===== config.mk =====
export PLATFORM = sky130hd
export DESIGN_NAME = least_loaded_owner_table_flat
export DESIGN_NICKNAME = d
export VERILOG_FILES = /design/src/design/llot_pkg.sv /design/src/design/llot_if.sv /design/src/design/least_loaded_owner_table.sv /design/src/flat_wrapper.sv
export SDC_FILE = /design/constraint.sdc
export NUM_CORES = 2
export LEC_CHECK = 0
export BUFFER_PORTS_ARGS = -buffer_cell sky130_fd_sc_hd__buf_2
export CAP_MARGIN = 20
export CORE_UTILIZATION = 45
export DETAILED_ROUTE_END_ITERATION = 10
export GPL_ROUTABILITY_DRIVEN = 1
export PLACE_DENSITY_LB_ADDON = 0.25
export SYNTH_ARGS = -nofsm -noshare
export SYNTH_HDL_FRONTEND = slang
export SYNTH_SLANG_ARGS = --single-unit

===== constraint.sdc =====
create_clock -name clk -period 8.5 [get_ports clk]
set_input_delay 1.275 -clock clk [delete_from_list [all_inputs] [get_ports clk]]
set_output_delay 1.275 -clock clk [all_outputs]
set_load 0.02 [all_outputs]

===== src/design/llot_pkg.sv =====
// ----------------------------------------------------------------------------
// llot_pkg
// Shared sizes, operation codes and status codes for the owner table.
// ----------------------------------------------------------------------------
package llot_pkg;

  localparam int SLOTS  = 16;
  localparam int IDX_W  = (SLOTS > 1) ? $clog2(SLOTS) : 1;
  localparam int CNT_W  = IDX_W + 1;
  localparam int ID_W   = 64;
  localparam int LOAD_W = 10;
  localparam int MODE_W = 3;
  localparam int STAT_W = 2;

  localparam logic [LOAD_W-1:0] LOAD_LIMIT = LOAD_W'(1000);
  localparam logic [LOAD_W-1:0] LOAD_MAX   = LOAD_W'(1023);

  localparam logic [MODE_W-1:0] MODE_ADD    = 3'd0;
  localparam logic [MODE_W-1:0] MODE_REMOVE = 3'd1;
  localparam logic [MODE_W-1:0] MODE_INC    = 3'd2;
  localparam logic [MODE_W-1:0] MODE_DEC    = 3'd3;
  localparam logic [MODE_W-1:0] MODE_FIND   = 3'd4;
  localparam logic [MODE_W-1:0] MODE_QUERY  = 3'd5;

  localparam logic [STAT_W-1:0] ST_OK      = 2'd0;
  localparam logic [STAT_W-1:0] ST_NONE    = 2'd1;
  localparam logic [STAT_W-1:0] ST_INVALID = 2'd2;
  localparam logic [STAT_W-1:0] ST_FULL    = 2'd3;

endpackage


===== src/design/llot_if.sv =====
// ----------------------------------------------------------------------------
// llot_if
// Valid/ready channels for the owner table: operation beats in, results out.
// ----------------------------------------------------------------------------
interface llot_in_if;
  logic                          valid;
  logic                          ready;
  logic [llot_pkg::MODE_W-1:0]   mode;
  logic [llot_pkg::ID_W-1:0]     owner_id;

  modport source (output valid, output mode, output owner_id, input ready);
  modport sink   (input valid, input mode, input owner_id, output ready);
endinterface

interface llot_out_if;
  logic                          valid;
  logic                          ready;
  logic [llot_pkg::STAT_W-1:0]   status;
  logic                          hit;
  logic [llot_pkg::ID_W-1:0]     chosen_id;

  modport source (output valid, output status, output hit, output chosen_id, input ready);
  modport sink   (input valid, input status, input hit, input chosen_id, output ready);
endinterface


===== src/design/least_loaded_owner_table.sv =====
// ----------------------------------------------------------------------------
// least_loaded_owner_table
// Owner table with add/remove/load adjust/query and least-loaded search.
// ----------------------------------------------------------------------------
//  channel  | dir | payload                        | handshake
//  ---------+-----+--------------------------------+------------
//  in_ch    | in  | mode[2:0], owner_id[63:0]      | valid/ready
//  out_ch   | out | status[1:0], hit, chosen_id    | valid/ready
//
//  each beat runs through accept, a scan that reads all SLOTS slots of the slot memory
//  through one compare unit with registered read data, and then the update step
//  in_ch.ready is high only while idle; a pending result does not block it
//  the update cycle waits while the previous result is still not taken
//  rst_n clears the valid bits at once; ids and loads need no clearing
// ----------------------------------------------------------------------------
module least_loaded_owner_table (
  input  logic             clk,
  input  logic             rst_n,
  llot_in_if.sink          in_ch,
  llot_out_if.source       out_ch
);

  typedef enum logic [1:0] {S_IDLE, S_SCAN, S_APPLY} state_t;

  state_t                          state_r, state_nxt;
  logic [llot_pkg::CNT_W-1:0]      cnt_r, cnt_nxt;
  logic                            eval_v_r, eval_v_nxt;
  logic [llot_pkg::IDX_W-1:0]      eval_idx_r, eval_idx_nxt;

  logic [llot_pkg::MODE_W-1:0]     op_mode_r, op_mode_nxt;
  logic [llot_pkg::ID_W-1:0]       op_id_r, op_id_nxt;
  logic                            id_zero_r, id_zero_nxt;

  logic                            match_r, match_nxt;
  logic [llot_pkg::IDX_W-1:0]      at_r, at_nxt;
  logic [llot_pkg::LOAD_W-1:0]     at_load_r, at_load_nxt;
  logic                            free_found_r, free_found_nxt;
  logic [llot_pkg::IDX_W-1:0]      free_idx_r, free_idx_nxt;
  logic                            cand_r, cand_nxt;
  logic [llot_pkg::LOAD_W-1:0]     best_load_r, best_load_nxt;
  logic [llot_pkg::ID_W-1:0]       best_id_r, best_id_nxt;

  logic [llot_pkg::SLOTS-1:0]      slot_valid_r, slot_valid_nxt;

  logic                            out_valid_r, out_valid_nxt;
  logic [llot_pkg::STAT_W-1:0]     out_status_r, out_status_nxt;
  logic                            out_hit_r, out_hit_nxt;
  logic [llot_pkg::ID_W-1:0]       out_chosen_r, out_chosen_nxt;

  // slot memory
  logic [llot_pkg::ID_W-1:0]       slot_id_mem   [llot_pkg::SLOTS];
  logic [llot_pkg::LOAD_W-1:0]     slot_load_mem [llot_pkg::SLOTS];
  logic [llot_pkg::ID_W-1:0]       rd_id_r;
  logic [llot_pkg::LOAD_W-1:0]     rd_load_r;
  logic [llot_pkg::IDX_W-1:0]      rd_addr;
  logic                            wr_en;
  logic [llot_pkg::IDX_W-1:0]      wr_addr;
  logic [llot_pkg::ID_W-1:0]       wr_id;
  logic [llot_pkg::LOAD_W-1:0]     wr_load;

  logic                            in_beat;
  logic                            out_busy;
  logic                            sv;
  logic                            better;

  assign in_ch.ready      = (state_r == S_IDLE);
  assign in_beat          = in_ch.valid && in_ch.ready;
  assign out_busy         = out_valid_r && !out_ch.ready;
  assign out_ch.valid     = out_valid_r;
  assign out_ch.status    = out_status_r;
  assign out_ch.hit       = out_hit_r;
  assign out_ch.chosen_id = out_chosen_r;

  assign rd_addr = cnt_r[llot_pkg::IDX_W-1:0];
  assign sv      = slot_valid_r[eval_idx_r];
  assign better  = sv && ((rd_load_r < best_load_r) ||
                   (cand_r && (rd_load_r == best_load_r) && (rd_id_r < best_id_r)));

  always_ff @(posedge clk) begin
    if (wr_en) begin
      slot_id_mem[wr_addr]   <= wr_id;
      slot_load_mem[wr_addr] <= wr_load;
    end
    rd_id_r   <= slot_id_mem[rd_addr];
    rd_load_r <= slot_load_mem[rd_addr];
  end

  always_comb begin
    state_nxt      = state_r;
    cnt_nxt        = cnt_r;
    eval_v_nxt     = 1'b0;
    eval_idx_nxt   = rd_addr;
    op_mode_nxt    = op_mode_r;
    op_id_nxt      = op_id_r;
    id_zero_nxt    = id_zero_r;
    match_nxt      = match_r;
    at_nxt         = at_r;
    at_load_nxt    = at_load_r;
    free_found_nxt = free_found_r;
    free_idx_nxt   = free_idx_r;
    cand_nxt       = cand_r;
    best_load_nxt  = best_load_r;
    best_id_nxt    = best_id_r;
    slot_valid_nxt = slot_valid_r;
    out_valid_nxt  = out_valid_r && !out_ch.ready;
    out_status_nxt = out_status_r;
    out_hit_nxt    = out_hit_r;
    out_chosen_nxt = out_chosen_r;
    wr_en          = 1'b0;
    wr_addr        = at_r;
    wr_id          = op_id_r;
    wr_load        = '0;

    case (state_r)
      S_IDLE: begin
        if (in_beat) begin
          op_mode_nxt    = in_ch.mode;
          op_id_nxt      = in_ch.owner_id;
          id_zero_nxt    = (in_ch.owner_id == '0);
          match_nxt      = 1'b0;
          free_found_nxt = 1'b0;
          cand_nxt       = 1'b0;
          best_load_nxt  = llot_pkg::LOAD_LIMIT;
          best_id_nxt    = '0;
          cnt_nxt        = '0;
          state_nxt      = S_SCAN;
        end
      end
      S_SCAN: begin
        // issue one read a cycle, judge it in the cycle after
        if (cnt_r != llot_pkg::CNT_W'(llot_pkg::SLOTS)) begin
          eval_v_nxt = 1'b1;
          cnt_nxt    = cnt_r + 1'b1;
        end else begin
          state_nxt = S_APPLY;
        end
        if (eval_v_r) begin
          if (sv && !id_zero_r && (rd_id_r == op_id_r) && !match_r) begin
            match_nxt   = 1'b1;
            at_nxt      = eval_idx_r;
            at_load_nxt = rd_load_r;
          end
          if (!sv && !free_found_r) begin
            free_found_nxt = 1'b1;
            free_idx_nxt   = eval_idx_r;
          end
          if (better) begin
            cand_nxt      = 1'b1;
            best_load_nxt = rd_load_r;
            best_id_nxt   = rd_id_r;
          end
        end
      end
      S_APPLY: begin
        if (!out_busy) begin
          out_valid_nxt  = 1'b1;
          out_status_nxt = llot_pkg::ST_NONE;
          out_hit_nxt    = 1'b0;
          out_chosen_nxt = '0;
          state_nxt      = S_IDLE;
          case (op_mode_r)
            llot_pkg::MODE_ADD: begin
              if (id_zero_r) begin
                out_status_nxt = llot_pkg::ST_INVALID;
              end else if (match_r) begin
                wr_en          = 1'b1;
                out_status_nxt = llot_pkg::ST_OK;
              end else if (free_found_r) begin
                wr_en                      = 1'b1;
                wr_addr                    = free_idx_r;
                slot_valid_nxt[free_idx_r] = 1'b1;
                out_status_nxt             = llot_pkg::ST_OK;
              end else begin
                out_status_nxt = llot_pkg::ST_FULL;
              end
            end
            llot_pkg::MODE_REMOVE: begin
              if (match_r) begin
                slot_valid_nxt[at_r] = 1'b0;
                out_status_nxt       = llot_pkg::ST_OK;
              end
            end
            llot_pkg::MODE_INC: begin
              if (match_r) begin
                wr_en          = 1'b1;
                wr_load        = (at_load_r == llot_pkg::LOAD_MAX) ? at_load_r
                                                                   : at_load_r + 1'b1;
                out_status_nxt = llot_pkg::ST_OK;
              end
            end
            llot_pkg::MODE_DEC: begin
              if (match_r) begin
                wr_en          = 1'b1;
                wr_load        = (at_load_r == '0) ? at_load_r : at_load_r - 1'b1;
                out_status_nxt = llot_pkg::ST_OK;
              end
            end
            llot_pkg::MODE_FIND: begin
              if (cand_r) begin
                out_status_nxt = llot_pkg::ST_OK;
                out_hit_nxt    = 1'b1;
                out_chosen_nxt = best_id_r;
              end
            end
            llot_pkg::MODE_QUERY: begin
              if (match_r) begin
                out_status_nxt = llot_pkg::ST_OK;
                out_hit_nxt    = 1'b1;
              end
            end
            default: begin
              out_status_nxt = llot_pkg::ST_NONE;
            end
          endcase
        end
      end
      default: begin
        state_nxt = S_IDLE;
      end
    endcase
  end

  always_ff @(posedge clk) begin
    if (!rst_n) begin
      state_r      <= S_IDLE;
      cnt_r        <= '0;
      eval_v_r     <= 1'b0;
      slot_valid_r <= '0;
      out_valid_r  <= 1'b0;
    end else begin
      state_r      <= state_nxt;
      cnt_r        <= cnt_nxt;
      eval_v_r     <= eval_v_nxt;
      slot_valid_r <= slot_valid_nxt;
      out_valid_r  <= out_valid_nxt;
    end
    eval_idx_r   <= eval_idx_nxt;
    op_mode_r    <= op_mode_nxt;
    op_id_r      <= op_id_nxt;
    id_zero_r    <= id_zero_nxt;
    match_r      <= match_nxt;
    at_r         <= at_nxt;
    at_load_r    <= at_load_nxt;
    free_found_r <= free_found_nxt;
    free_idx_r   <= free_idx_nxt;
    cand_r       <= cand_nxt;
    best_load_r  <= best_load_nxt;
    best_id_r    <= best_id_nxt;
    out_status_r <= out_status_nxt;
    out_hit_r    <= out_hit_nxt;
    out_chosen_r <= out_chosen_nxt;
  end

`ifndef ASSERT_OFF
  a_beat_starts_scan: assert property (@(posedge clk) disable iff (!rst_n)
    in_beat |=> (state_r == S_SCAN) && (cnt_r == '0))
    else $error("accepted beat did not start a scan at slot zero");

  a_apply_holds: assert property (@(posedge clk) disable iff (!rst_n)
    (state_r == S_APPLY) && out_busy |=> (state_r == S_APPLY) && $stable(out_status_r))
    else $error("update ran over an untaken result");

  a_apply_posts: assert property (@(posedge clk) disable iff (!rst_n)
    (state_r == S_APPLY) && !out_busy |=> out_valid_r && (state_r == S_IDLE))
    else $error("update cycle did not post a result");

  a_free_slot_empty: assert property (@(posedge clk) disable iff (!rst_n)
    (state_r == S_APPLY) && free_found_r |-> !slot_valid_r[free_idx_r])
    else $error("chosen free slot is occupied");

  a_match_valid: assert property (@(posedge clk) disable iff (!rst_n)
    (state_r == S_APPLY) && match_r |-> slot_valid_r[at_r] && !id_zero_r)
    else $error("matched slot is not a valid owner");
`endif

endmodule


===== src/flat_wrapper.sv =====
// flat-port wrapper written by rule: the top's interface ports become plain ports
module least_loaded_owner_table_flat 
  (clk, rst_n, in_ch_valid, in_ch_mode, in_ch_owner_id, in_ch_ready, out_ch_valid, out_ch_status, out_ch_hit, out_ch_chosen_id, out_ch_ready);
  llot_in_if in_ch_i ();
  llot_out_if out_ch_i ();
  input  logic clk;
  input  logic rst_n;
  input wire logic [$bits(in_ch_i.valid)-1:0] in_ch_valid;
  input wire logic [$bits(in_ch_i.mode)-1:0] in_ch_mode;
  input wire logic [$bits(in_ch_i.owner_id)-1:0] in_ch_owner_id;
  output wire logic [$bits(in_ch_i.ready)-1:0] in_ch_ready;
  output wire logic [$bits(out_ch_i.valid)-1:0] out_ch_valid;
  output wire logic [$bits(out_ch_i.status)-1:0] out_ch_status;
  output wire logic [$bits(out_ch_i.hit)-1:0] out_ch_hit;
  output wire logic [$bits(out_ch_i.chosen_id)-1:0] out_ch_chosen_id;
  input wire logic [$bits(out_ch_i.ready)-1:0] out_ch_ready;
  assign in_ch_i.valid = in_ch_valid;
  assign in_ch_i.mode = in_ch_mode;
  assign in_ch_i.owner_id = in_ch_owner_id;
  assign in_ch_ready = in_ch_i.ready;
  assign out_ch_valid = out_ch_i.valid;
  assign out_ch_status = out_ch_i.status;
  assign out_ch_hit = out_ch_i.hit;
  assign out_ch_chosen_id = out_ch_i.chosen_id;
  assign out_ch_i.ready = out_ch_ready;
  least_loaded_owner_table u_core (.clk(clk), .rst_n(rst_n), .in_ch(in_ch_i), .out_ch(out_ch_i));
endmodule

Word level (Yosys, flattened, before mapping)
Memory sizes are Yosys's and may differ from the RTL's. A register that Yosys moved wholly into a read port is not among the register bits.
Index checks and enable logic that the tools add are counted.
- $add $sub $neg: 3
- order comparisons: 7
- eq/ne operators: 23
- multiplexer cells: 68
- bitwise operators: 4
- reduce and logical (&&, ||, !) cells: 37
- operators with widths (cell ; count):
    $mux W64 ; 3
    $pmux W64 S2 ; 1
    $mux W10 ; 9
    $eq A64 B64 Y1 ; 1
    $logic_not A64 Y1 ; 1
    $lt A64 B64 Y1 ; 1
    $mux W16 ; 4
    $pmux W10 S2 ; 2
    $pmux W16 S2 ; 1
    $mux W4 ; 6
    $mux W1 ; 23
    $and A16 B16 Y16 ; 1
    $not A16 Y16 ; 1
    $or A16 B16 Y16 ; 1
    $lt A4 B5 Y1 const B ; 3
    $ne A2 B1 Y1 const B ; 7
    $mux W2 ; 6
    $pmux W2 S3 ; 2
    $reduce_and A3 Y1 ; 4
    $reduce_and A4 Y1 ; 3
    $logic_and A1 B1 Y1 ; 11
    $add A10 B1 Y10 const B ; 1
    $eq A10 B10 Y1 ; 1
    $eq A10 B10 Y1 const B ; 1
    27 further kinds ; 48
- register bits: 259
- bits in writable memories: 1184
- word-level logic and storage cells: 164
- memories kept: 2
- memories (name ; depth ; width ; read ports ; clocked after Yosys merged registers in ; write ports ; RTL line ; RTL):
    u_core.slot_id_mem ; 16 ; 64 ; 1 ; 1 ; 1 ; least_loaded_owner_table.sv:51 ; logic [llot_pkg::ID_W-1:0] slot_id_mem [llot_pkg::SLOTS];
    u_core.slot_load_mem ; 16 ; 10 ; 1 ; 1 ; 1 ; least_loaded_owner_table.sv:52 ; logic [llot_pkg::LOAD_W-1:0] slot_load_mem [llot_pkg::SLOTS];

Longest topological paths before layout
- depth in word-level cells: 9
- depth in mapped cells: 11
- mapped depth without buffers: 9

Worst setup path before layout
Ideal clock, no wire load.
- path type: input -> register
- start point: in out_ch_ready
- end point: mem u_core.slot_id_mem[6][0] (netlist name) (enable)
- library setup time: 0.507 ns
- data arrival time: 8.606 ns
- data required time: 7.993 ns
- path slack: -0.613 ns
- stages: 7
- buffers on the path: 1
- cell sequence: nor2b_1 > nor2_1 > nand3_1 > clkbuf_1 > o21ai_0 > nand2_1 > nor2_1
- cells in the longest elaborated chain, start to end: 6
- ends and longest elaborated chain (element ; RTL line ; RTL):
    start, declared ; flat_wrapper.sv:16 ; input wire logic [$bits(out_ch_i.ready)-1:0] out_ch_ready;
    $logic_not A1 Y1 * ; least_loaded_owner_table.sv:68 ; assign out_busy = out_valid_r && !out_ch.ready;
    $logic_and A1 B1 Y1 * ; least_loaded_owner_table.sv:68 ;
    $mux W1 ; least_loaded_owner_table.sv:155 ; if (!out_busy) begin
    $mux W1 ; least_loaded_owner_table.sv:114 ; case (state_r)
    $mux W1 ; least_loaded_owner_table.sv:80 ; if (wr_en) begin
    $mux W1 (implied by the code) ; least_loaded_owner_table.sv:81 ; slot_id_mem[wr_addr] <= wr_id;
    end, declared ; least_loaded_owner_table.sv:51 ;
Mark *: on every way between the ends. The rest lies on a longest branch, timed or not.

Worst setup path in the final report
- start point: reg u_core.op_mode_r[0] (netlist name)
- end point: mem u_core.slot_id_mem[0][31] (netlist name) (enable)
- cells in the longest elaborated chain, start to end: 7
- ends and longest elaborated chain (element ; RTL line ; RTL):
    start, declared ; least_loaded_owner_table.sv:30 ; logic [llot_pkg::MODE_W-1:0] op_mode_r, op_mode_nxt;
    start signal, assigned ; least_loaded_owner_table.sv:238 ; op_mode_r <= op_mode_nxt;
    $eq A3 B2 Y1 ; least_loaded_owner_table.sv:161 ; case (op_mode_r)
    $reduce_or A2 Y1 (no source line) ; n/a ;
    $pmux W1 S2 ; least_loaded_owner_table.sv:161 ;
    $mux W1 ; least_loaded_owner_table.sv:155 ;
    $mux W1 ; least_loaded_owner_table.sv:114 ;
    $mux W1 ; least_loaded_owner_table.sv:80 ;
    $mux W1 (implied by the code) ; least_loaded_owner_table.sv:81 ;
Several ways; a longest one is shown, not always the timed one.

==> run_results.csv <==
group,metric,value,unit
die,core,0.1280,sq mm
worst_hold_path,hold_path.class,"register to register",
timing,tightestPinTransition,1.166,ns
clocking,cts_hold_buffers,0,
critical_path,rrSetupSlack,4.00,ns
critical_path,r2r-start,"u_core.op_mode_r[0]$_DFFE_PP_",
synthesis,yosysWarnings,0,
placement,globalplace.congestion,0.8491,
synthesis,synth-async-reset-ratio,0,
grt,gr-total-overflow,0,
timing,setup_ws,3.995,ns
die,num_rows,131,
timing,final.min_clock_period,4.505,ns
die,dieArea,0.1309,sq mm
critical_path,crit_fanout,35,
finish,fin_nets,3170,
clocking,htree_levels,4,
detailed_routing,drt_iter0_markers,3214,
die,start_util,0.4550,
finish,n_fill_cell,9961,
grt,grt_pass1_vias,28920,
grt,antenna_found_initial,5,
synthesis,ys_seq_elements,1517,
clocking,cts.clk_slew.worst_paths,0.05,ns
detailed_routing,avgRoutedWirePerCell,29.39,um
synthesis,synth_seq_area_share,0.7644,
critical_path,cp-start-kind,"register",
clocking,clkSinkCount,1517,
pwr,powerDensity,233.4,mW/mm^2
worst_hold_path,worstHoldStart,"u_core.slot_valid_r[1]$_SDFFE_PN0P_",
critical_path,reg2regPathDepth,8,
run_status,run_status,"finished, final reports clean",
finish,final_util,0.5183,
finish,final_common_cell,"edfxtp_1",
critical_path,rr_endpoint,"u_core.slot_id_mem[0][31]$_DFFE_PP_",
grt,gr-usage-all-layers,0.2229,
pwr,leakage,0.02045,uW
synthesis,synth_cell_types,61,
die,chipWidth,361.8,um
die,io_pins,140,
synthesis,syn_nets,2918,
timing,finClkSkew,0.02559,ns
synthesis,synth.cell_area,0.05825,sq mm
grt,grt_first_pass_wirelength,207900,um
grt,grt_max_degree,154,
synthesis,synth-main-ff-cell,"edfxtp_1",
clocking,numCtsBuffers,155,
finish,drive_gt1_frac,0.2679,
clocking,cts-root-buf,"clkbuf_16",
timing,finalMaxSlewViolations,0,
synthesis,syn_inst,2770,
critical_path,critPathLaunch,"u_core.op_mode_r[0]$_DFFE_PP_",
detailed_routing,wirelength,143500,um
timing,grt_setup_unrepaired,"false",
clocking,postCtsSetupBuffers,0,
detailed_routing,via_per_inst,5.854,
clocking,clkLatencyLatePin,0.77,ns
clocking,cts.path.max_buffers,3,
critical_path,path_class,"register to register",
detailed_routing,postRouteAntennaNets,0,
die,die_height,361.8,um
finish,multi_input_area,0.01309,sq mm
placement,dpl.hpwl,87340,um
placement,portBuffers,139,
detailed_routing,drc,0,
timing,slew_headroom,0.2197,
timing,post-route-period-util,0.5300,
critical_path,cp.arrival,4.89,ns
critical_path,required,8.88,ns
synthesis,syn_area_per_cell,21.03,sq um
finish,final_cell_mix,"edfxtp_1 (1,414), mux4_2 (374), clkbuf_16 (158), buf_2 (141), dfxtp_1 (99)",
synthesis,synth_edf_count,1414,
critical_path,cp-end-kind,"register",
clocking,cts_tree,"built",
timing,fmax,222.0,MHz
finish,area_growth,13.92,%
finish,ff_latch_area,0.04454,sq mm
worst_hold_path,hold_path_depth,2,
detailed_routing,dr.pass1.iters,7,
clocking,cts_resized,0,
timing,hold_viol,0,
job,cap_violations,0,
placement,preCtsSetupSlack,3.499,ns
worst_hold_path,hold_path_end,"u_core.slot_valid_r[1]$_SDFFE_PN0P_",
detailed_routing,num_vias,28570,
timing,finalSetupViolCount,0,
pwr,peakVddDrop,0.1959,mV
==> registers in the layout, indices dropped and copies added (netlist names), 5 cells and up <==
signal                   flops
u_core.best_id_r            64
u_core.slot_load_mem       160
u_core.slot_valid_r         16
u_core.rd_load_r            10
u_core.op_id_r              64
u_core.best_load_r          10
u_core.out_ch.chosen_id     64
u_core.cnt_r                 5
u_core.at_load_r            10
u_core.rd_id_r              64
u_core.slot_id_mem        1024
==> stage by stage <==
step	hold slack, ns	cells	total power (uW)	cell area, sq um	TNS [ns]
3_5_place_dp	0.4653	4588	9115	61420	0
5_1_grt	0.4896	4880	15920	66350	0
3_3_place_gp	0.4508	4585	9098	61360	0
2_1_floorplan	0.3258	2770	8830	58250	-691.45
6_report	0.4762	4881	15480	66350	0
4_1_cts	0.4804	4874	15600	66290	0
==> kinds of logic after synthesis <==
logic type / count (synthesis) / synth area share
fa+ha+maj: 77 / 0.01654
compound gates: 137 / 0.01491
buf+inv: 211 / 0.01381
flops: 1517 / 0.7644
simple gates: 390 / 0.03611
mux: 375 / 0.1448
xor+xnor: 63 / 0.009473
==> cells in the mapped netlist (5+ instances only) <==
master / number / area share
nor4_1: 32 / 0.0034
inv_1: 95 / 0.0061
nand2_1: 49 / 0.0032
nor2_1: 59 / 0.0038
clkbuf_1: 85 / 0.0055
o21ai_0: 36 / 0.0031
mux4_2: 374 / 0.14
nand2b_1: 13 / 0.0014
buf_1: 26 / 0.0017
dfxtp_1: 103 / 0.035
a221oi_1: 5 / 0.00075
nand3_1: 18 / 0.0015
edfxtp_1: 1414 / 0.73
nand4_1: 27 / 0.0029
nor2b_1: 16 / 0.0017
nor3b_1: 6 / 0.00077
xor2_1: 47 / 0.0071
a21boi_0: 17 / 0.0022
nor3_1: 78 / 0.0067
ha_1: 77 / 0.017
xnor2_1: 16 / 0.0024
a21o_1: 7 / 0.00090
and2_1: 71 / 0.0076
a21oi_1: 36 / 0.0031
==> how the worst max path moves through the flow <==
stage                                                to  slack [ns]
global route        u_core.slot_id_mem[0][20]$_DFFE_PP_        3.64
CTS                 u_core.slot_id_mem[0][31]$_DFFE_PP_        4.02
finish              u_core.slot_id_mem[0][31]$_DFFE_PP_        4.00
floorplan            u_core.slot_id_mem[6][0]$_DFFE_PP_       -0.61
global placement    u_core.slot_id_mem[4][43]$_DFFE_PP_        3.41
detailed placement  u_core.slot_id_mem[0][36]$_DFFE_PP_        3.50
==> final cells by class <==
cell class | count | area share
Antenna cell | 1 | 0.00003771
Clock buffer | 205 | 0.06330
Clock inverter | 81 | 0.01013
Inverter | 95 | 0.005412
Multi-Input combinational cell | 1042 | 0.1973
Sequential cell | 1517 | 0.6712
Tap cell | 1729 | 0.03260
Timing Repair Buffer | 211 | 0.01997
==> critical path, cell delays in order, from the launching register on <==
cell and delay, ns:
edfxtp_1 0.65, nor4b_1 0.53, nand3_1 0.50, nor3_1 0.33, o21ai_0 0.18, buf_4 0.21
nor2_4 0.48, buf_4 0.56, buf_4 0.65
==> metal layers <==
layer,vias to the layer above,track usage,wire length [um]
met2,1154,0.3546,69360
met4,0,0.05284,2753
met5,-,0,0
li1,11890,-,-
met3,164,0.03922,10460
met1,15370,0.3222,60890
==> power breakdown <==
group	switching, uW	internal (uW)	total [uW]	leakage, uW
Clock	2780	3760	6530	0.00238
Combinational	330	249	578	0.00481
Sequential	150	8220	8370	0.0133
Total	3260	12200	15500	0.0205
Power figures use the tool's default switching activity.
